===== src/design/rut_pkg.sv =====
`timescale 1ns / 1ps

package rut_pkg;

  localparam int unsigned VirtualSlotsDef   = 8;
  localparam int unsigned RealRegistersDef  = 64;
  localparam int unsigned IndexBitsDef      = 20;

  // Request field widths
  localparam int unsigned ReqIndexW = 20;
  localparam int unsigned ClassW    = 3;
  localparam int unsigned MaskW     = 64;
  localparam int unsigned BitIdxW   = 6;
  localparam int unsigned CountW    = 4;

  // Operation codes
  localparam logic [1:0] OP_CLEAR = 2'd0;
  localparam logic [1:0] OP_ADD   = 2'd1;
  localparam logic [1:0] OP_QUERY = 2'd2;

  // Access modes
  localparam logic [1:0] MODE_READ   = 2'd0;
  localparam logic [1:0] MODE_WRITE  = 2'd1;
  localparam logic [1:0] MODE_MODIFY = 2'd2;
  localparam logic [1:0] MODE_ABSENT = 2'd3;

  typedef struct packed {
    logic [1:0]           operation;
    logic                 is_virtual;
    logic [ClassW-1:0]    reg_class;
    logic [ReqIndexW-1:0] reg_index;
    logic [1:0]           access_mode;
  } req_t;

  typedef struct packed {
    logic              mentioned;
    logic [1:0]        entry_mode;
    logic              status;
    logic [MaskW-1:0]  real_read_mask;
    logic [MaskW-1:0]  real_write_mask;
    logic [CountW-1:0] virtual_count;
  } res_t;

  typedef struct packed {
    logic               apply;
    logic               clear;
    logic               set_rd;
    logic               set_wr;
    logic               idx_ok;
    logic [BitIdxW-1:0] bit_idx;
  } mask_cmd_t;

  typedef enum logic [2:0] {
    ST_IDLE  = 3'b001,
    ST_SCAN  = 3'b010,
    ST_APPLY = 3'b100
  } state_e;

endpackage


===== src/design/register_usage_tracker.sv =====
`timescale 1ns / 1ps

// Register usage tracker for one instruction. A request is taken when start_i is high
// and busy_o is low; its result appears on res_o for exactly one cycle with valid_o high
// and cannot be held off. Clear and real-register requests, and virtual-register requests
// while the slot table is empty, go straight from accept to the apply step, whose result
// is registered onto res_o. Any other virtual-register request searches the slot table
// one entry per cycle through its single read port, over the slots in use (at most
// VirtualSlots); a hit ends the search early.
// A new request may be started in the same cycle its predecessor's result is strobed.
module register_usage_tracker
  import rut_pkg::*;
#(
  parameter int unsigned VirtualSlots  = VirtualSlotsDef,
  parameter int unsigned RealRegisters = RealRegistersDef,
  parameter int unsigned IndexBits     = IndexBitsDef
) (
  input  logic clk_i,
  input  logic rst_ni,
  input  logic start_i,
  input  req_t req_i,
  output logic busy_o,
  output logic valid_o,
  output res_t res_o
);

  localparam int unsigned KeyW  = IndexBits + ClassW;
  localparam int unsigned AddrW = (VirtualSlots > 1) ? $clog2(VirtualSlots) : 1;
  localparam int unsigned CntW  = $clog2(VirtualSlots + 1);

  logic             mem_we;
  logic [AddrW-1:0] mem_waddr;
  logic [KeyW-1:0]  mem_wkey;
  logic [1:0]       mem_wmode;
  logic             mem_re;
  logic [AddrW-1:0] mem_raddr;
  logic [KeyW-1:0]  mem_rkey;
  logic [1:0]       mem_rmode;

  mask_cmd_t        mask_cmd;
  logic             rd_hit;
  logic             wr_hit;
  logic [MaskW-1:0] rd_mask;
  logic [MaskW-1:0] wr_mask;

  logic             mentioned;
  logic [1:0]       entry_mode;
  logic             status;
  logic [CntW-1:0]  used;

  rut_seq #(
    .VirtualSlots (VirtualSlots),
    .RealRegisters(RealRegisters),
    .IndexBits    (IndexBits),
    .KeyW         (KeyW),
    .AddrW        (AddrW),
    .CntW         (CntW)
  ) u_seq (
    .clk_i       (clk_i),
    .rst_ni      (rst_ni),
    .start_i     (start_i),
    .req_i       (req_i),
    .busy_o      (busy_o),
    .mem_we_o    (mem_we),
    .mem_waddr_o (mem_waddr),
    .mem_wkey_o  (mem_wkey),
    .mem_wmode_o (mem_wmode),
    .mem_re_o    (mem_re),
    .mem_raddr_o (mem_raddr),
    .mem_rkey_i  (mem_rkey),
    .mem_rmode_i (mem_rmode),
    .mask_cmd_o  (mask_cmd),
    .rd_hit_i    (rd_hit),
    .wr_hit_i    (wr_hit),
    .valid_o     (valid_o),
    .mentioned_o (mentioned),
    .entry_mode_o(entry_mode),
    .status_o    (status),
    .used_o      (used)
  );

  rut_slot_mem #(
    .Depth(VirtualSlots),
    .KeyW (KeyW),
    .AddrW(AddrW)
  ) u_slot_mem (
    .clk_i  (clk_i),
    .we_i   (mem_we),
    .waddr_i(mem_waddr),
    .wkey_i (mem_wkey),
    .wmode_i(mem_wmode),
    .re_i   (mem_re),
    .raddr_i(mem_raddr),
    .rkey_o (mem_rkey),
    .rmode_o(mem_rmode)
  );

  rut_masks u_masks (
    .clk_i    (clk_i),
    .rst_ni   (rst_ni),
    .cmd_i    (mask_cmd),
    .rd_mask_o(rd_mask),
    .wr_mask_o(wr_mask),
    .rd_hit_o (rd_hit),
    .wr_hit_o (wr_hit)
  );

  always_comb begin
    res_o.mentioned       = mentioned;
    res_o.entry_mode      = entry_mode;
    res_o.status          = status;
    res_o.real_read_mask  = rd_mask;
    res_o.real_write_mask = wr_mask;
    res_o.virtual_count   = CountW'(used);
  end

endmodule


===== src/design/rut_slot_mem.sv =====
`timescale 1ns / 1ps

module rut_slot_mem #(
  parameter int unsigned Depth = 8,
  parameter int unsigned KeyW  = 23,
  parameter int unsigned AddrW = 3
) (
  input  logic             clk_i,
  input  logic             we_i,
  input  logic [AddrW-1:0] waddr_i,
  input  logic [KeyW-1:0]  wkey_i,
  input  logic [1:0]       wmode_i,
  input  logic             re_i,
  input  logic [AddrW-1:0] raddr_i,
  output logic [KeyW-1:0]  rkey_o,
  output logic [1:0]       rmode_o
);

  logic [KeyW-1:0] key_mem  [Depth];
  logic [1:0]      mode_mem [Depth];

  always_ff @(posedge clk_i) begin
    if (we_i) begin
      key_mem[waddr_i]  <= wkey_i;
      mode_mem[waddr_i] <= wmode_i;
    end
  end

  always_ff @(posedge clk_i) begin
    if (re_i) begin
      rkey_o  <= key_mem[raddr_i];
      rmode_o <= mode_mem[raddr_i];
    end
  end

endmodule


===== src/design/rut_masks.sv =====
`timescale 1ns / 1ps

module rut_masks
  import rut_pkg::*;
(
  input  logic             clk_i,
  input  logic             rst_ni,
  input  mask_cmd_t        cmd_i,
  output logic [MaskW-1:0] rd_mask_o,
  output logic [MaskW-1:0] wr_mask_o,
  output logic             rd_hit_o,
  output logic             wr_hit_o
);

  logic [MaskW-1:0] rd_q, rd_d;
  logic [MaskW-1:0] wr_q, wr_d;
  logic [MaskW-1:0] onehot;

  assign onehot = MaskW'(1) << cmd_i.bit_idx;

  always_comb begin
    rd_d = rd_q;
    wr_d = wr_q;
    if (cmd_i.apply) begin
      if (cmd_i.clear) begin
        rd_d = '0;
        wr_d = '0;
      end else begin
        if (cmd_i.set_rd) rd_d = rd_q | onehot;
        if (cmd_i.set_wr) wr_d = wr_q | onehot;
      end
    end
  end

  // report bits as they stand after this request
  assign rd_hit_o = cmd_i.idx_ok & rd_d[cmd_i.bit_idx];
  assign wr_hit_o = cmd_i.idx_ok & wr_d[cmd_i.bit_idx];

  always_ff @(posedge clk_i or negedge rst_ni) begin
    if (!rst_ni) begin
      rd_q <= '0;
      wr_q <= '0;
    end else begin
      rd_q <= rd_d;
      wr_q <= wr_d;
    end
  end

  assign rd_mask_o = rd_q;
  assign wr_mask_o = wr_q;

endmodule


===== src/design/rut_seq.sv =====
`timescale 1ns / 1ps

module rut_seq
  import rut_pkg::*;
#(
  parameter int unsigned VirtualSlots  = VirtualSlotsDef,
  parameter int unsigned RealRegisters = RealRegistersDef,
  parameter int unsigned IndexBits     = IndexBitsDef,
  parameter int unsigned KeyW          = IndexBits + ClassW,
  parameter int unsigned AddrW         = (VirtualSlots > 1) ? $clog2(VirtualSlots) : 1,
  parameter int unsigned CntW          = $clog2(VirtualSlots + 1)
) (
  input  logic             clk_i,
  input  logic             rst_ni,
  input  logic             start_i,
  input  req_t             req_i,
  output logic             busy_o,
  // slot table
  output logic             mem_we_o,
  output logic [AddrW-1:0] mem_waddr_o,
  output logic [KeyW-1:0]  mem_wkey_o,
  output logic [1:0]       mem_wmode_o,
  output logic             mem_re_o,
  output logic [AddrW-1:0] mem_raddr_o,
  input  logic [KeyW-1:0]  mem_rkey_i,
  input  logic [1:0]       mem_rmode_i,
  // real masks
  output mask_cmd_t        mask_cmd_o,
  input  logic             rd_hit_i,
  input  logic             wr_hit_i,
  // result
  output logic             valid_o,
  output logic             mentioned_o,
  output logic [1:0]       entry_mode_o,
  output logic             status_o,
  output logic [CntW-1:0]  used_o
);

  localparam int unsigned ExtW = (IndexBits > ReqIndexW) ? IndexBits : ReqIndexW;
  localparam logic [CntW-1:0]      SlotsMax = CntW'(VirtualSlots);
  localparam logic [ReqIndexW-1:0] RealMax  = ReqIndexW'(RealRegisters);

  state_e           state_q, state_d;
  req_t             req_q, req_d;
  logic [CntW-1:0]  ptr_q, ptr_d;
  logic [CntW-1:0]  used_q, used_d;
  logic             cmp_vld_q, cmp_vld_d;
  logic [AddrW-1:0] cmp_idx_q, cmp_idx_d;
  logic             hit_q, hit_d;
  logic [AddrW-1:0] hit_idx_q, hit_idx_d;
  logic [1:0]       hit_mode_q, hit_mode_d;
  logic             valid_q, valid_d;
  logic             ment_q, ment_d;
  logic [1:0]       emode_q, emode_d;
  logic             status_q, status_d;

  logic [ExtW-1:0]  idx_wide;
  logic [KeyW-1:0]  key;
  logic             match;
  logic             issue;
  logic             is_add;
  logic             accept;

  assign idx_wide = ExtW'(req_q.reg_index);
  assign key      = {req_q.reg_class, idx_wide[IndexBits-1:0]};
  assign match    = cmp_vld_q && (mem_rkey_i == key);
  assign issue    = (state_q == ST_SCAN) && (ptr_q < used_q) && !match;
  assign is_add   = (req_q.operation == OP_ADD) && (req_q.access_mode != MODE_ABSENT);
  assign accept   = start_i && (state_q == ST_IDLE);

  assign mem_re_o    = issue;
  assign mem_raddr_o = ptr_q[AddrW-1:0];

  always_comb begin
    state_d    = state_q;
    req_d      = req_q;
    ptr_d      = ptr_q;
    used_d     = used_q;
    cmp_vld_d  = 1'b0;
    cmp_idx_d  = cmp_idx_q;
    hit_d      = hit_q;
    hit_idx_d  = hit_idx_q;
    hit_mode_d = hit_mode_q;
    valid_d    = 1'b0;
    ment_d     = ment_q;
    emode_d    = emode_q;
    status_d   = status_q;

    mem_we_o    = 1'b0;
    mem_waddr_o = hit_idx_q;
    mem_wkey_o  = key;
    mem_wmode_o = req_q.access_mode;

    mask_cmd_o.apply   = 1'b0;
    mask_cmd_o.clear   = (req_q.operation == OP_CLEAR);
    mask_cmd_o.idx_ok  = (req_q.reg_index < RealMax);
    mask_cmd_o.bit_idx = req_q.reg_index[BitIdxW-1:0];
    mask_cmd_o.set_rd  = mask_cmd_o.idx_ok && (req_q.operation == OP_ADD) &&
                         ((req_q.access_mode == MODE_READ) ||
                          (req_q.access_mode == MODE_MODIFY));
    mask_cmd_o.set_wr  = mask_cmd_o.idx_ok && (req_q.operation == OP_ADD) &&
                         ((req_q.access_mode == MODE_WRITE) ||
                          (req_q.access_mode == MODE_MODIFY));

    unique case (state_q)
      ST_IDLE: begin
        if (accept) begin
          req_d = req_i;
          ptr_d = '0;
          hit_d = 1'b0;
          if ((req_i.operation != OP_CLEAR) && req_i.is_virtual && (used_q != '0)) begin
            state_d = ST_SCAN;
          end else begin
            state_d = ST_APPLY;
          end
        end
      end
      ST_SCAN: begin
        // one slot read issued and one compared each cycle
        cmp_vld_d = issue;
        cmp_idx_d = ptr_q[AddrW-1:0];
        if (issue) ptr_d = ptr_q + CntW'(1);
        if (match) begin
          hit_d      = 1'b1;
          hit_idx_d  = cmp_idx_q;
          hit_mode_d = mem_rmode_i;
          state_d    = ST_APPLY;
        end else if (!issue) begin
          state_d = ST_APPLY;
        end
      end
      ST_APPLY: begin
        state_d  = ST_IDLE;
        valid_d  = 1'b1;
        ment_d   = 1'b0;
        emode_d  = MODE_ABSENT;
        status_d = 1'b0;
        if (req_q.operation == OP_CLEAR) begin
          used_d           = '0;
          mask_cmd_o.apply = 1'b1;
        end else if (req_q.is_virtual) begin
          if (hit_q) begin
            ment_d = 1'b1;
            if (is_add && (hit_mode_q != req_q.access_mode)) begin
              mem_we_o    = 1'b1;
              mem_wmode_o = MODE_MODIFY;
              emode_d     = MODE_MODIFY;
            end else begin
              emode_d = hit_mode_q;
            end
          end else if (is_add && (used_q < SlotsMax)) begin
            // append at the first free slot
            mem_we_o    = 1'b1;
            mem_waddr_o = used_q[AddrW-1:0];
            used_d      = used_q + CntW'(1);
            ment_d      = 1'b1;
            emode_d     = req_q.access_mode;
          end else if (is_add) begin
            status_d = 1'b1;
          end
        end else begin
          mask_cmd_o.apply = 1'b1;
          if (rd_hit_i || wr_hit_i) begin
            ment_d = 1'b1;
            if (rd_hit_i && wr_hit_i) emode_d = MODE_MODIFY;
            else if (rd_hit_i)        emode_d = MODE_READ;
            else                      emode_d = MODE_WRITE;
          end
        end
      end
      default: begin
        state_d = ST_IDLE;
      end
    endcase
  end

  always_ff @(posedge clk_i or negedge rst_ni) begin
    if (!rst_ni) begin
      state_q   <= ST_IDLE;
      used_q    <= '0;
      valid_q   <= 1'b0;
      cmp_vld_q <= 1'b0;
      hit_q     <= 1'b0;
      ptr_q     <= '0;
    end else begin
      state_q   <= state_d;
      used_q    <= used_d;
      valid_q   <= valid_d;
      cmp_vld_q <= cmp_vld_d;
      hit_q     <= hit_d;
      ptr_q     <= ptr_d;
    end
  end

  always_ff @(posedge clk_i) begin
    req_q      <= req_d;
    cmp_idx_q  <= cmp_idx_d;
    hit_idx_q  <= hit_idx_d;
    hit_mode_q <= hit_mode_d;
    ment_q     <= ment_d;
    emode_q    <= emode_d;
    status_q   <= status_d;
  end

  assign busy_o       = (state_q != ST_IDLE);
  assign valid_o      = valid_q;
  assign mentioned_o  = ment_q;
  assign entry_mode_o = emode_q;
  assign status_o     = status_q;
  assign used_o       = used_q;

  a_used_bound : assert property (@(posedge clk_i) disable iff (!rst_ni)
    used_q <= SlotsMax)
    else $error("slot count above table size");

  a_valid_after_apply : assert property (@(posedge clk_i) disable iff (!rst_ni)
    valid_q |-> $past(state_q == ST_APPLY))
    else $error("result strobe without apply step");

  a_full_status : assert property (@(posedge clk_i) disable iff (!rst_ni)
    (valid_q && status_q) |-> (used_q == SlotsMax))
    else $error("table-full status while slots remain");

  a_accept_busy : assert property (@(posedge clk_i) disable iff (!rst_ni)
    accept |=> busy_o)
    else $error("not busy after request accepted");

  a_scan_bound : assert property (@(posedge clk_i) disable iff (!rst_ni)
    (state_q == ST_SCAN) |-> (ptr_q <= used_q))
    else $error("scan pointer past used slots");

endmodule

===== config.mk =====
export PLATFORM = sky130hd
export DESIGN_NAME = register_usage_tracker
export DESIGN_NICKNAME = d
export VERILOG_FILES = /design/src/design/rut_pkg.sv /design/src/design/register_usage_tracker.sv /design/src/design/rut_slot_mem.sv /design/src/design/rut_masks.sv /design/src/design/rut_seq.sv
export SDC_FILE = /design/constraint.sdc
export NUM_CORES = 1
export LEC_CHECK = 0
export BUFFER_PORTS_ARGS = -buffer_cell sky130_fd_sc_hd__buf_2
export CAP_MARGIN = 20
export CORE_MARGIN = 3
export CORE_UTILIZATION = 45
export DETAILED_ROUTE_END_ITERATION = 8
export GPL_TIMING_DRIVEN = 1
export PLACE_DENSITY_LB_ADDON = 0.3
export SLEW_MARGIN = 15
export SYNTH_ARGS = -nofsm -noshare
export SYNTH_HDL_FRONTEND = slang
export SYNTH_SLANG_ARGS = --single-unit

===== constraint.sdc =====
create_clock -name clk_i -period 4.5 [get_ports clk_i]
set_clock_uncertainty 0.05 [all_clocks]
set_input_delay 0.45 -clock clk_i [delete_from_list [all_inputs] [get_ports clk_i]]
set_output_delay 0.45 -clock clk_i [all_outputs]
set_load 0.02 [all_outputs]

# [Yosys cells after proc, flatten, opt, wreduce, memory -nomap -nowiden]
# Memory sizes are Yosys's and may differ from the RTL's. A register that Yosys moved wholly into a read port is not among the register bits.
# Cells that the tools add are included.
[totals] mem_count=2 ff_bits=182 mem_bits_rw=200 in_bits=31 latch_bits=0 output_inout_bits=138 mem_bits_ro=0 word_cells=138
[memory_table] memory="u_slot_mem.key_mem" depth=8 word_bits=23 rd=1 rd_clocked_by_memory_dff=1 wr=1 line="rut_slot_mem.sv:19" source="logic [KeyW-1:0] key_mem [Depth];"
[memory_table] memory="u_slot_mem.mode_mem" depth=8 word_bits=2 rd=1 rd_clocked_by_memory_dff=1 wr=1 line="rut_slot_mem.sv:20" source="logic [1:0] mode_mem [Depth];"
[classes] n_reduce_logical=31 mux=59 multipliers=0 add_sub_neg=2 shift=1 n_lt_le_gt_ge=4 div=0 bitwise=5 eq_ne=15
[op_table] op="$mux 64" n=6
[op_table] op="$or 64x64->64" n=2
[op_table] op="$shl 1x6->64 const A" n=1
[op_table] op="$mux 3" n=9
[op_table] op="$mux 4" n=6
[op_table] op="$eq 23x23->1" n=1
[op_table] op="$mux 1" n=22
[op_table] op="$mux 2" n=11
[op_table] op="$lt 20x7->1 const B" n=1
[op_table] op="$logic_and 1x1->1" n=13
[op_table] op="$bmux 1 s6" n=2
[op_table] op="$add 4x1->4 const B" n=2
[op_table] op="$pmux 4 s2" n=1
[op_table] op="$reduce_bool 2->1" n=4
[op_table] op="$lt 6x7->1 const B" n=1
[op_table] op="$ne 2x2->1 const B" n=3
[op_table] op="$pmux 3 s2" n=1
[op_table] op="$reduce_and 2->1" n=3
[op_table] op="$reduce_and 3->1" n=2
[op_table] op="$eq 2x1->1 const B" n=2
[op_table] op="$logic_not 2->1" n=2
[op_table] op="$lt 4x4->1" n=1
[op_table] op="$lt 4x4->1 const B" n=1
[op_table] op="$ne 2x1->1 const B" n=2
[op_table] op="other kinds (15)" n=18

# [Longest topological paths before layout]
# Gate-level depths: netlist of run 1.
[depth] word_depth=13 ltp_mapped=13 mapped_depth_nobuf=11

# [Hierarchy]
# From an unflattened synthesis of run 1, not the netlist that was laid out.
[hier_totals] cells_unflattened=1216 area_unflattened_um2=17529.3
[modules_own_cells] mod="rut_slot_mem" cells_each=328 instances=1 area_per_inst_um2=8511.9 seq_area_each_um2=6756.5
[modules_own_cells] mod="rut_masks" cells_each=655 instances=1 area_per_inst_um2=6214.7 seq_area_each_um2=3203.1
[modules_own_cells] mod="rut_seq" cells_each=231 instances=1 area_per_inst_um2=2787.7 seq_area_each_um2=1552.7
[modules_own_cells] mod="register_usage_tracker" cells_each=2 instances=1 area_per_inst_um2=15.0 seq_area_each_um2=0.0

# [Worst setup path after synthesis of run 1]
# OpenSTA, ideal clock, no wires.
[synth_path] path_type="reg2reg" startpoint="register u_seq.req_q[1] in the netlist's numbering" endpoint="memory u_slot_mem.key_mem[0][0] (enable)" path_stages_with_launch=8 setup_ps=407 required_ps=4043 arrival_time_ps=3193 synth_period_minus_slack_ps=3649 path_buffers=1 setup_slack_ps=851 cell_sequence="edfxtp_1 ha_1 or3_1 clkbuf_1 nor4_1 mux2i_1 nand2_1 nor2_1"
[synth_via] elab_chain_len=10 word_cells_on_any_way=18 cone_classes="eq/ne: 2; mux: 13; reduce/logical: 3"
[synth_rtl] item="start, declared" line="rut_seq.sv:44" source="req_t req_q, req_d;"
[synth_rtl] item="start signal, assigned" line="rut_seq.sv:196" source="req_q <= req_d;"
[synth_rtl] item="$ne 2x2->1" line="rut_seq.sv:68" source="assign is_add = (req_q.operation == OP_ADD) && (req_q.access_mode != MODE_ABSENT);"
[synth_rtl] item="$logic_and 1x1->1" line="rut_seq.sv:68"
[synth_rtl] item="$logic_and 1x1->1, on equally long branches" line="rut_seq.sv:151, rut_seq.sv:144"
[synth_rtl] item="$mux 1, on equally long branches" line="rut_seq.sv:151, rut_seq.sv:144"
[synth_rtl] item="$mux 1" line="rut_seq.sv:142" source="if (hit_q) begin"
[synth_rtl] item="$mux 1" line="rut_seq.sv:141" source="end else if (req_q.is_virtual) begin"
[synth_rtl] item="$mux 1" line="rut_seq.sv:138" source="if (req_q.operation == OP_CLEAR) begin"
[synth_rtl] item="$mux 1" line="rut_seq.sv:105" source="unique case (state_q)"
[synth_rtl] item="$mux 1" line="rut_slot_mem.sv:23" source="if (we_i) begin"
[synth_rtl] item="$mux 1 (not written as such)" line="rut_slot_mem.sv:24" source="key_mem[waddr_i] <= wkey_i;"
[synth_rtl] item="end, declared" line="rut_slot_mem.sv:19"
# Parallel ways exist; a longest one is shown, timed or not.

# [Worst setup path after layout of run 1]
[layout_path] startpoint="register u_seq.req_q (netlist bit u_seq.idx_wide[15])" endpoint="register u_seq.ment_q (netlist: u_seq.mentioned_o), data pin"
[layout_via] elab_chain_len=12 word_cells_on_any_way=19 cone_classes="order compare: 1; mux: 12; bitwise: 2; reduce/logical: 4"
[layout_rtl] item="$lt 20x7->1 *" line="rut_seq.sv:96" source="mask_cmd_o.idx_ok = (req_q.reg_index < RealMax);"
[layout_rtl] item="$logic_and 1x1->1" line="rut_seq.sv:98, rut_seq.sv:101"
[layout_rtl] item="$logic_and 1x1->1, on equally long branches" line="rut_seq.sv:98, rut_seq.sv:101"
[layout_rtl] item="$mux 64, on equally long branches" line="rut_masks.sv:29, rut_masks.sv:30"
[layout_rtl] item="$mux 64" line="rut_masks.sv:25" source="if (cmd_i.clear) begin"
[layout_rtl] item="$mux 64" line="rut_masks.sv:24" source="if (cmd_i.apply) begin"
[layout_rtl] item="$bmux 1 s6, on equally long branches" line="rut_masks.sv:36, rut_masks.sv:37"
[layout_rtl] item="$mux 1, on equally long branches" line="rut_masks.sv:36, rut_masks.sv:37"
[layout_rtl] item="$and 1x1->1, on equally long branches" line="rut_masks.sv:36, rut_masks.sv:37"
[layout_rtl] item="$logic_or 1x1->1 *" line="rut_seq.sv:163" source="if (rd_hit_i || wr_hit_i) begin"
[layout_rtl] item="$mux 1 *" line="rut_seq.sv:163"
[layout_rtl] item="$mux 1 *" line="rut_seq.sv:141"
[layout_rtl] item="end signal, assigned" line="rut_seq.sv:200" source="ment_q <= ment_d;"
[layout_rtl] item="end, declared" line="rut_seq.sv:53" source="logic ment_q, ment_d;"
# Mark *: on every way between the ends. The rest lies on a longest branch, timed or not. The select of a mux whose other input is x is not followed.
# A chain may end at the register's enable or synchronous reset.

==> impl_metrics.py, run 1 <==
metrics = {
    "synthesis": {
        "post_synthesis_compound_gate_area_fraction": 0.0889,
        "syn_area_per_cell_um2": 14.1,
        "synth_top_area_frac": 0.463,
        "syn-cell-area_um2": 17200,
        "yosys.area_share.simple": 0.0836,
        "fraction_of_the_mapped_netlist_area_in_adder_cells": 0.00728,
        "synth-edff-count": 265,
        "ys_seq_area_frac": 0.670,
        "postSynth.asyncResetShare": 0.349,
        "ys_seq_elements": 407,
        "post_synth_main_area_contributors": "sky130_fd_sc_hd__edfxtp_1 46%, sky130_fd_sc_hd__dfrtp_1 21%, sky130_fd_sc_hd__mux4_2 8.3%",
        "synthDistinctLibCells": 72,
        "synth_top_family_by_area": "multiplexers",
        "post_synth_inst_count": 1215,
        "synthDominantAreaCellType": "sky130_fd_sc_hd__edfxtp_1",
        "yosys-mux-area-fraction": 0.113,
        "ys_dominant_reg_cell": "sky130_fd_sc_hd__edfxtp_1",
        "synthesis.nets": 1256,
        "synth_xor_xnor_area_share": 0.0143,
        "synthesis.yosys.warnings": 0,
    },
    "final_layout": {
        "area.growth.synth_to_final_pct": 18.7,
        "finish.cell_count_without_fillers": 1961,
        "share_of_cells_above_drive_strength_1": 0.281,
        "most_common_cell_after_layout_fill_and_taps_aside": "sky130_fd_sc_hd__edfxtp_1",
        "layout.cells.most_common_list": "265 x sky130_fd_sc_hd__edfxtp_1, 179 x sky130_fd_sc_hd__nor2_1, 167 x sky130_fd_sc_hd__buf_2, 150 x sky130_fd_sc_hd__a21oi_1, 139 x sky130_fd_sc_hd__dfrtp_1",
        "design.final.nets": 1462,
        "layout.cell_area.non_filler_um2": 20400,
    },
    "critical_path": {
        "crit_buf_inv": 1,
        "data_arrival_time_of_the_worst_path_ps": 4190,
        "path_max_fanout": 13,
        "worst_path_max_delay_cell": "sky130_fd_sc_hd__or4_1",
        "critPathMaxStageDelay_ps": 690,
        "cp_common_cell": "sky130_fd_sc_hd__a211oi_1",
        "timing.critical_path.required_ps": 4820,
        "worstPathCellList": "or4_1, or2_1, buf_4, nor4_4, a211oi_1, a22oi_1, a211oi_1, a311o_1, ha_1, a221oi_1",
        "timing.rr.start": "u_seq.idx_wide[15]",
        "timing.critical_path.max_delay_family": "simple AND/OR/NAND/NOR gates",
        "worst_r2r_path_depth": 10,
        "timing.reg2reg.setup_slack_ps": 640,
        "timing.critical_path.from_type": "register",
        "setup_crit_path_kind": "reg2reg",
        "crit_start": "u_seq.idx_wide[15]",
        "rr_endpoint": "u_seq.mentioned_o",
        "critPathCaptureType": "register",
    },
    "pwr": {
        "power.static_leakage_uw": 0.00817,
        "peakVddDrop_mv": 0.311,
        "power_density_nw_per_um2": 419,
        "total_power_uw": 8560,
    },
    "sta": {
        "timing.final.crit_share": 0.858,
        "maxClockFrequency_mhz": 259,
        "final_count_of_negative_setup_slack_endpoints": 0,
        "maxSlewViolCount": 0,
        "timing.final.crit_period_ps": 3860,
        "totalNegativeSetupSlack_ps": 0,
        "hold_violations": 0,
        "max_slew.worst_pin.slew_ps": 966,
        "worst_case_headroom_to_the_max_slew_limit": 0.349,
        "grt_setup_unrepaired": "false",
        "hold_ws_ps": 32.0,
    },
    "detailed_routing": {
        "ant_nets": 0,
        "detail_route.drc_violations": 0,
        "drt-pass1-iter-count": 5,
        "vias_per_instance": 5.90,
        "route.final.wire_length_mm": 47.7,
        "vias": 11600,
        "drt-wirelength-per-cell_um": 24.3,
        "detail_route.iter0.violations": 1154,
    },
    "cts": {
        "clockBufferDepth": 3,
        "path_clk_slew_ps": 60,
        "clock_tree_sinks": 407,
        "ctsResizeCount": 0,
        "clock_latency_ps": 580,
        "tritoncts_clock_tree": "done",
        "cts_htree_levels": 2,
        "cts-root-buf": "sky130_fd_sc_hd__clkbuf_16",
        "numCtsBuffers": 43,
    },
    "grt": {
        "groute.layer.met2.usage": 0.356,
        "grt_use_met1": 0.348,
        "grt.met3_usage": 0.0516,
        "grt_overflow": 0,
        "number_of_global_route_vias_before_repair": 11800,
        "globalRoute.busiestLayer": "met2",
        "grt_first_pass_wirelength_mm": 73.5,
        "grt_util_all_layers": 0.236,
        "grt_antenna_before_repair": 2,
        "largest_net_degree_at_the_start_of_global_routing": 64,
    },
    "place": {
        "dp_cells": 1861,
        "placed_area_um2": 18800,
        "place.port_buffers": 168,
        "gpl.final_weighted_congestion": 0.976,
        "dp_hpwl_mm": 30.4,
    },
    "worst_hold_path": {
        "whs_path_depth": 1,
        "min_from": "req_i[12]",
        "timing.hold.worst_endpoint": "u_seq.idx_wide[10]",
        "worst_hold_path_type": "in2reg",
    },
    "die": {
        "num_io_pins": 169,
        "dieHeight_um": 201,
        "die_area_um2": 40600,
        "floorplan.die.width_um": 201,
        "initial_core_util": 0.463,
        "row_count": 70,
        "core_area_um2": 37100,
    },
    "flow_run": {
        "maxCapViolCount": 0,
    },
    "status": {
        "status": "finished, final reports clean",
    },
}
state kept, by name, summed over array words and instances (netlist names), 4 cells and up:
register,count
u_slot_mem.rkey_o,23
u_seq.used_o,4
u_seq.ptr_q,4
u_seq.req_q,5
u_slot_mem.mode_mem,16
u_slot_mem.key_mem,184
u_masks.rd_mask_o,64
u_seq.idx_wide,20
u_masks.wr_mask_o,64
worst register-to-register path: cells and delay by family, from the launching register on:
kind            cells  cell delay [ps]
buf+inv             1              210
simple gates        3             1550
compound gates      5             1150
flops               1              510
fa+ha+maj           1              190
cell usage after synthesis, types with 8 or more instances:
cell,instances
sky130_fd_sc_hd__mux4_2,63
sky130_fd_sc_hd__ha_1,10
sky130_fd_sc_hd__nand2_1,30
sky130_fd_sc_hd__nor2_1,189
sky130_fd_sc_hd__nor4_1,10
sky130_fd_sc_hd__o22ai_1,9
sky130_fd_sc_hd__o21ai_0,15
sky130_fd_sc_hd__xor2_1,18
sky130_fd_sc_hd__nor3_1,17
sky130_fd_sc_hd__buf_2,8
sky130_fd_sc_hd__xnor2_1,10
sky130_fd_sc_hd__inv_1,20
sky130_fd_sc_hd__mux2_2,34
sky130_fd_sc_hd__dfrtp_1,141
sky130_fd_sc_hd__a21oi_1,150
sky130_fd_sc_hd__buf_1,13
sky130_fd_sc_hd__mux2i_1,14
sky130_fd_sc_hd__clkbuf_1,52
sky130_fd_sc_hd__edfxtp_1,265
sky130_fd_sc_hd__a31oi_1,12
layout make-up:
type | count | area, um2
inverters | 21 | 78.8
fillers | 3072 | 16700
repair buffers | 238 | 1420
diodes | 1 | 2.50
clock buffers | 59 | 1180
multi-input cells | 710 | 5320
well taps | 504 | 631
clock inverters | 21 | 254
flip-flops and latches | 407 | 11500
per-stage QoR:
| step | worst slack, ps | util |
|---|---|---|
| after CTS | 683 | 0.549 |
| final | 637 | 0.549 |
| after global routing | 459 | 0.549 |
| after global placement | 772 | 0.506 |
| after detailed placement | 722 | 0.506 |
| after floorplan | 851 | - |
cells by family after synthesis:
kind of cell	after synthesis
xor+xnor	28
fa+ha+maj	10
flops	407
buf+inv	98
mux	111
compound gates	254
simple gates	307
per-layer routing:
| metal | vias to the layer above | share of wire |
|---|---|---|
| met4 | 2 | 0.025 |
| met5 | - | 0.00025 |
| met3 | 76 | 0.087 |
| met2 | 549 | 0.46 |
| met1 | 5927 | 0.43 |
| li1 | 5012 | - |
where the power goes:
group | internal (uW) | switching (uW) | leakage, uW
Clock | 2080 | 1470 | 0.000684
Sequential | 4130 | 115 | 0.00437
Combinational | 226 | 537 | 0.00312
Total | 6430 | 2120 | 0.00817
worst max path at each step:
stage                                     endpoint  slack, ps  cells past startpoint
final                            u_seq.mentioned_o        640                     10
after detailed placement         u_seq.mentioned_o        720                      9
after CTS                        u_seq.mentioned_o        680                      9
after global placement       u_seq.entry_mode_o[1]        770                      9
after global routing             u_seq.mentioned_o        460                     10
after floorplan           u_slot_mem.key_mem[0][0]        850                      7
repair_timing:
item | CTS | global route
endpoints found under the hold margin | 78 | 0
setup buffers | 0 | 0
hold buffers | 19 | 0
setup endpoints to repair | 0 | 0
(Power assumes the default switching activity.)
==> run 2: changes to the inputs <==
--- a/config.mk
+++ b/config.mk
@@ -5,6 +5,7 @@
 export SDC_FILE = /design/constraint.sdc
 export NUM_CORES = 1
 export LEC_CHECK = 0
+export ABC_AREA = 1
 export BUFFER_PORTS_ARGS = -buffer_cell sky130_fd_sc_hd__buf_2
 export CAP_MARGIN = 20
 export CORE_MARGIN = 3
==> run 2 against run 1 <==
  * Cell count rose by 32%
  * Wire length rose by 12%
  * Power rose by 5.6%
  * Register-to-register slack improved by 90 ps
  * Critical path type unchanged
  * Die area rose by 5.6%
==> impl_metrics.py, run 2 <==
metrics = {
    "synthesis": {
        "synthesis.yosys.warnings": 0,
        "synth-edff-count": 265,
        "syn_area_per_cell_um2": 9.80,
        "postSynth.asyncResetShare": 0.349,
        "synthDominantAreaCellType": "sky130_fd_sc_hd__edfxtp_1",
        "syn-cell-area_um2": 18200,
        "ys_dominant_reg_cell": "sky130_fd_sc_hd__edfxtp_1",
        "ys_seq_area_frac": 0.633,
        "synth_most_common_cell": "sky130_fd_sc_hd__nor2_1",
        "post_synth_main_area_contributors": "sky130_fd_sc_hd__edfxtp_1 44%, sky130_fd_sc_hd__dfrtp_1 19%, sky130_fd_sc_hd__nor2_1 7.0%",
        "synth_top_area_frac": 0.438,
        "post_synth_most_frequent_cells": "337 x sky130_fd_sc_hd__nor2_1, 284 x sky130_fd_sc_hd__nand2_1, 265 x sky130_fd_sc_hd__edfxtp_1",
        "synthesis.nets": 1896,
        "synthDistinctLibCells": 48,
        "ys_seq_elements": 407,
        "post_synth_inst_count": 1855,
    },
    "grt": {
        "largest_net_degree_at_the_start_of_global_routing": 104,
        "grt_util_all_layers": 0.244,
        "number_of_global_route_vias_before_repair": 14100,
        "grt_antenna_before_repair": 0,
        "grt_overflow": 0,
        "grt_first_pass_wirelength_mm": 81.9,
    },
    "final_layout": {
        "largest_register_ff_count": 184,
        "share_of_cells_above_drive_strength_1": 0.170,
        "largest-register": "u_slot_mem.key_mem",
        "fillerInstances": 3614,
        "most_common_cell_after_layout_fill_and_taps_aside": "sky130_fd_sc_hd__nor2_1",
        "num_antenna_cells": 0,
        "design.final.nets": 2077,
        "area.growth.synth_to_final_pct": 17.1,
        "layout.cells.most_common_list": "327 x sky130_fd_sc_hd__nor2_1, 284 x sky130_fd_sc_hd__nand2_1, 265 x sky130_fd_sc_hd__edfxtp_1, 206 x sky130_fd_sc_hd__inv_1, 167 x sky130_fd_sc_hd__buf_2",
    },
    "pwr": {
        "peakVddDrop_mv": 0.346,
        "p_sw_frac": 0.282,
        "power.static_leakage_uw": 0.00955,
        "clockPowerShare": 0.389,
        "power_frac_comb": 0.135,
        "intPower_uw": 6480,
        "total_switching_power_uw": 2550,
        "seqPwrFrac": 0.476,
        "total_power_uw": 9040,
        "power_density_nw_per_um2": 424,
    },
    "detailed_routing": {
        "drt-wirelength-per-cell_um": 20.6,
        "drt-pass1-iter-count": 5,
        "ant_nets": 0,
        "route.final.wire_length_mm": 53.4,
        "vias": 14300,
        "detail_route.iter0.violations": 1375,
        "detail_route.drc_violations": 0,
        "vias_per_instance": 5.51,
    },
    "die": {
        "die_area_um2": 42900,
        "floorplan.die.width_um": 207,
        "core_area_um2": 39800,
        "row_count": 73,
        "initial_core_util": 0.457,
        "num_io_pins": 169,
        "dieHeight_um": 207,
    },
    "critical_path": {
        "worstPathCellList": "nor2_1, nand2_1, nor2_1, nand2_2, nor2_8, nand2_4, clkinv_4, nand2_1, nand2_1, nand2_1, nand2_1, nand2_1, nor3_1, nand2_1, nand3_1, nand3_1, nand3_1, nand3_1, ha_1, o221ai_1",
        "timing.critical_path.max_delay_family": "simple AND/OR/NAND/NOR gates",
        "data_arrival_time_of_the_worst_path_ps": 4030,
        "critPathMaxStageDelay_ps": 530,
        "setup_crit_path_kind": "reg2reg",
        "timing.critical_path.from_type": "register",
        "crit_buf_inv": 1,
        "critPathCaptureType": "register",
        "worst_path_max_delay_cell": "sky130_fd_sc_hd__edfxtp_1",
        "cp_common_cell": "sky130_fd_sc_hd__nand2_1",
        "path_max_fanout": 34,
        "timing.critical_path.required_ps": 4760,
    },
    "status": {
        "status": "finished, final reports clean",
    },
    "cts": {
        "tritoncts_clock_tree": "done",
        "postCtsSetupBuffers": 0,
        "clock_tree_sinks": 407,
        "ctsResizeCount": 0,
        "clock_latency_ps": 600,
        "numCtsBuffers": 43,
        "cts-root-buf": "sky130_fd_sc_hd__clkbuf_16",
        "cts_hold_buf": 25,
        "path_clk_slew_ps": 70,
        "clockBufferDepth": 3,
        "cts_htree_levels": 2,
    },
    "flow_run": {
        "maxCapViolCount": 0,
    },
    "sta": {
        "worst_case_headroom_to_the_max_slew_limit": 0.251,
        "max_slew.worst_pin.slew_ps": 1120,
        "totalNegativeSetupSlack_ps": 0,
        "maxSlewViolCount": 0,
        "final_count_of_negative_setup_slack_endpoints": 0,
        "maxClockFrequency_mhz": 265,
        "timing.final.crit_period_ps": 3770,
        "grt_setup_unrepaired": "false",
        "timing.final.crit_share": 0.837,
        "hold_violations": 0,
    },
    "worst_hold_path": {
        "worst_hold_path_type": "in2reg",
    },
    "place": {
        "place.port_buffers": 168,
        "gpl.final_weighted_congestion": 0.949,
        "dp_hpwl_mm": 33.9,
    },
}
[run 2: final timing paths]
path | from | end | slack, ps | depth (start not counted)
setup / recovery | u_seq.idx_wide[16] | u_seq.entry_mode_o[1] | 730 | 20
hold / removal | req_i[27] | u_seq.req_q[27] | 20 | 1
setup reg to reg | u_seq.idx_wide[16] | u_seq.entry_mode_o[1] | 730 | 20
hold reg to reg | u_slot_mem.rmode_o[1] | u_seq.hit_mode_q[1] | 380 | 0
max in group asynchronous | rst_ni | u_masks.rd_mask_o[26] | 3020 | 3
min in group asynchronous | rst_ni | u_masks.wr_mask_o[22] | 360 | 2
[run 2: cell families after synthesis]
kind of cell / after synthesis / synth area share
simple gates: 790 / 0.181
mux: 1 / 0.000619
xor+xnor: 13 / 0.00626
fa+ha+maj: 10 / 0.00688
flops: 407 / 0.633
buf+inv: 324 / 0.0731
compound gates: 310 / 0.0989
[run 2: metal layers]
layer  track usage  vias up  share of wire
met5             0        -              0
met4         0.129        0          0.050
met3        0.0453      155          0.077
met2         0.396      688           0.47
met1         0.313     6886           0.40
li1              -     6577              -
[run 2: worst register-to-register path: cells and delay by family, from the launching register on]
kind / cells / cell delay, ps
buffers and inverters: 1 / 300
flip-flops: 1 / 530
AND/OR/NAND/NOR: 17 / 2210
adder cells (fa/ha/maj): 1 / 280
AO/OA/AOI/OAI: 1 / 120
[run 2: final cells by class]
| type | instances | area (um2) | area share |
|---|---|---|---|
| sequential | 407 | 11500 | 0.541 |
| multi-input combinational | 1124 | 5380 | 0.253 |
| timing repair buffer | 245 | 1540 | 0.0723 |
| clock buffer | 51 | 1120 | 0.0524 |
| inverter | 215 | 812 | 0.0381 |
| tap | 525 | 657 | 0.0309 |
| clock inverter | 29 | 272 | 0.0128 |
[run 2: per-stage QoR]
| stage | worst slack, ps | util | instances | area [um2] | hold WS, ps |
|---|---|---|---|---|---|
| 2_1_floorplan | 1030 | - | 1855 | 18200 | 104 |
| 3_3_place_gp | 830 | 0.492 | 2489 | 19600 | 351 |
| 3_5_place_dp | 813 | 0.493 | 2491 | 19700 | 362 |
| 4_1_cts | 770 | 0.535 | 2596 | 21300 | 1.39 |
| 5_1_grt | 471 | 0.535 | 2596 | 21300 | 22.9 |
| 6_report | 731 | 0.535 | 2596 | 21300 | 20.5 |
[run 2: power groups by stage]
stage	combinational [uW]	sequential [uW]	clock, uW
floorplan	706	4350	0
global placement	1140	4370	0
global route	1310	4310	3740
finish	1220	4300	3520
detailed placement	1180	4370	0
CTS	1200	4300	3570
==> run 3: changes to the inputs <==
--- a/config.mk
+++ b/config.mk
@@ -5,7 +5,7 @@
 export SDC_FILE = /design/constraint.sdc
 export NUM_CORES = 1
 export LEC_CHECK = 0
-export ABC_AREA = 1
+export ABC_AREA = 0
 export BUFFER_PORTS_ARGS = -buffer_cell sky130_fd_sc_hd__buf_2
 export CAP_MARGIN = 20
 export CORE_MARGIN = 3
==> constraint.sdc (replaced) <==
create_clock -name clk_i -period 3.9 [get_ports clk_i]
set_clock_uncertainty 0.05 [all_clocks]
set_input_delay 0.39 -clock clk_i [delete_from_list [all_inputs] [get_ports clk_i]]
set_output_delay 0.39 -clock clk_i [all_outputs]
set_load 0.02 [all_outputs]
==> run 3 against run 2 <==
  * Final area fell by 3.3%
  * Die area shrank 5.3%
  * Utilization rose by 2.0 points
  * Global-route usage decreased by 1.1 points
  * Combinational power decreased by 21%
  * Register-to-register slack worse by 370 ps
  * Critical path depth is 10 lower
  * Sequential cell count unchanged
==> impl_metrics.py, run 3 (same netlist as run 1, synthesis figures left out) <==
metrics = {
    "critical_path": {
        "timing.reg2reg.setup_slack_ps": 360,
        "setup_crit_path_kind": "reg2reg",
        "path_max_fanout": 13,
        "data_arrival_time_of_the_worst_path_ps": 3860,
        "timing.critical_path.from_type": "register",
        "timing.critical_path.required_ps": 4220,
        "worst_r2r_path_depth": 10,
        "timing.rr.start": "u_seq.idx_wide[7]",
        "critPathCaptureType": "register",
        "rr_endpoint": "u_seq.mentioned_o",
    },
    "final_layout": {
        "area.growth.synth_to_final_pct": 19.8,
        "area.sequential_um2": 11500,
        "num_antenna_cells": 0,
        "largest_register_ff_count": 184,
        "largest-register": "u_slot_mem.key_mem",
        "utilization": 0.554,
        "fillerInstances": 3073,
        "share_of_cells_above_drive_strength_1": 0.292,
        "multi_input_logic_area_um2": 5320,
        "design.final.nets": 1494,
        "layout.cells.most_common_list": "265 x sky130_fd_sc_hd__edfxtp_1, 179 x sky130_fd_sc_hd__nor2_1, 167 x sky130_fd_sc_hd__buf_2, 150 x sky130_fd_sc_hd__a21oi_1, 139 x sky130_fd_sc_hd__dfrtp_1",
        "most_common_cell_after_layout_fill_and_taps_aside": "sky130_fd_sc_hd__edfxtp_1",
    },
    "die": {
        "core_area_um2": 37100,
        "die_area_um2": 40600,
        "row_count": 70,
        "num_io_pins": 169,
        "dieHeight_um": 201,
        "initial_core_util": 0.463,
        "floorplan.die.width_um": 201,
    },
    "flow_run": {
        "maxCapViolCount": 0,
    },
    "cts": {
        "clockBufferDepth": 3,
        "clock_latency_ps": 560,
        "cts-root-buf": "sky130_fd_sc_hd__clkbuf_16",
        "path_clk_slew_ps": 60,
        "cts_htree_levels": 2,
        "numCtsBuffers": 42,
        "clock_tree_sinks": 407,
        "tritoncts_clock_tree": "done",
    },
    "grt": {
        "grt_first_pass_wirelength_mm": 72.7,
        "number_of_global_route_vias_before_repair": 11600,
        "largest_net_degree_at_the_start_of_global_routing": 84,
        "grt_antenna_before_repair": 1,
        "grt_overflow": 0,
        "grt_util_all_layers": 0.233,
    },
    "sta": {
        "maxSlewViolCount": 0,
        "hold_violations": 0,
        "hold_ws_ps": 23.6,
        "totalNegativeSetupSlack_ps": 0,
        "timing.final.crit_share": 0.908,
        "max_slew.worst_pin.slew_ps": 975,
        "maxClockFrequency_mhz": 282,
        "timing.final.crit_period_ps": 3540,
        "final_count_of_negative_setup_slack_endpoints": 0,
        "grt_setup_unrepaired": "false",
        "worst_case_headroom_to_the_max_slew_limit": 0.350,
    },
    "place": {
        "gpl.final_weighted_congestion": 0.933,
        "place.port_buffers": 168,
        "dp_hpwl_mm": 30.6,
    },
    "detailed_routing": {
        "drt-wirelength-per-cell_um": 23.9,
        "detail_route.iter0.violations": 999,
        "ant_nets": 0,
        "vias_per_instance": 5.85,
        "vias": 11600,
        "route.final.wire_length_mm": 47.5,
        "drt-pass1-iter-count": 6,
        "detail_route.drc_violations": 0,
    },
    "status": {
        "status": "finished, final reports clean",
    },
    "pwr": {
        "power_frac_comb": 0.100,
        "power.static_leakage_uw": 0.00831,
        "total_power_uw": 9660,
        "p_sw_frac": 0.251,
        "seqPwrFrac": 0.503,
        "power_density_nw_per_um2": 469,
        "peakVddDrop_mv": 0.313,
        "total_switching_power_uw": 2430,
        "clockPowerShare": 0.397,
        "intPower_uw": 7240,
    },
    "worst_hold_path": {
        "min_from": "req_i[6]",
        "timing.hold.worst_endpoint": "u_seq.idx_wide[4]",
        "worst_hold_path_type": "in2reg",
        "whs_path_depth": 1,
    },
}
[run 3: cell types whose count changed in the layout (fill, tap and decap cells not counted), moves of 33 or more]
cell and change:
sky130_fd_sc_hd__a21oi_1 +96, sky130_fd_sc_hd__inv_1 -186, sky130_fd_sc_hd__mux2_2 +33, sky130_fd_sc_hd__mux4_2 +63
sky130_fd_sc_hd__nand2_1 -254, sky130_fd_sc_hd__nand3_1 -90, sky130_fd_sc_hd__nor2_1 -148, sky130_fd_sc_hd__o21ai_0 -124
[run 3: what timing repair did]
item                                    CTS  global route
hold buffers                             23             1
buffers inserted                          0             3
endpoints found under the setup margin    0             2
resized for setup                         0             1
endpoints found under the hold margin   102             1
[run 3: final cells by class]
type / count / share of cell area
Clock buffer: 51 / 0.0537
Clock inverter: 25 / 0.0109
Inverter: 21 / 0.00383
Multi-Input combinational cell: 710 / 0.259
Sequential cell: 407 / 0.559
Tap cell: 504 / 0.0306
Timing Repair Buffer: 271 / 0.0828
[run 3: power by group through the flow]
stage / Combinational [uW] / Sequential (uW) / Clock, uW
6_report: 966 / 4860 / 3840
5_1_grt: 1030 / 4870 / 4100
4_1_cts: 948 / 4860 / 3910
3_5_place_dp: 926 / 4940 / 0
3_3_place_gp: 922 / 4940 / 0
2_1_floorplan: 488 / 4950 / 0
[run 3: worst max-delay path by stage]
stage                               end               start  slack [ps]  depth (start not counted)
4_1_cts               u_seq.mentioned_o  u_seq.idx_wide[18]         140                         11
5_1_grt               u_seq.mentioned_o  u_seq.idx_wide[19]          10                         11
2_1_floorplan  u_slot_mem.key_mem[0][0]      u_seq.req_q[1]         250                          7
3_3_place_gp          u_seq.mentioned_o  u_seq.idx_wide[18]         260                         11
3_5_place_dp          u_seq.mentioned_o  u_seq.idx_wide[18]         220                         11
6_report              u_seq.mentioned_o   u_seq.idx_wide[7]         360                         10
[run 3: through the flow]
step | area (um2) | cells | setup slack (ps)
2_1_floorplan | 17200 | 1215 | 251
3_3_place_gp | 19000 | 1886 | 260
3_5_place_dp | 19000 | 1886 | 223
4_1_cts | 20500 | 1985 | 138
5_1_grt | 20600 | 1989 | 13.1
6_report | 20600 | 1989 | 357
[run 3: critical path, cell delays in order, from the launching register on]
cell and delay (ps):
sky130_fd_sc_hd__edfxtp_1 510, sky130_fd_sc_hd__or4_4 500, sky130_fd_sc_hd__or2_1 280, sky130_fd_sc_hd__buf_4 220, sky130_fd_sc_hd__or4_1 500, sky130_fd_sc_hd__a211oi_1 210
sky130_fd_sc_hd__nor3_1 70, sky130_fd_sc_hd__a211oi_1 320, sky130_fd_sc_hd__nand2_1 170, sky130_fd_sc_hd__ha_1 240, sky130_fd_sc_hd__a221oi_1 270
[run 3: per-layer routing]
layer	routed length, um	global-route usage	vias up	part of all wire
met2	21700	0.356	499	0.46
met5	81	0.0119	-	0.0017
met3	3980	0.0529	89	0.084
li1	-	-	5088	-
met4	1210	0.0611	4	0.025
met1	20500	0.338	5950	0.43
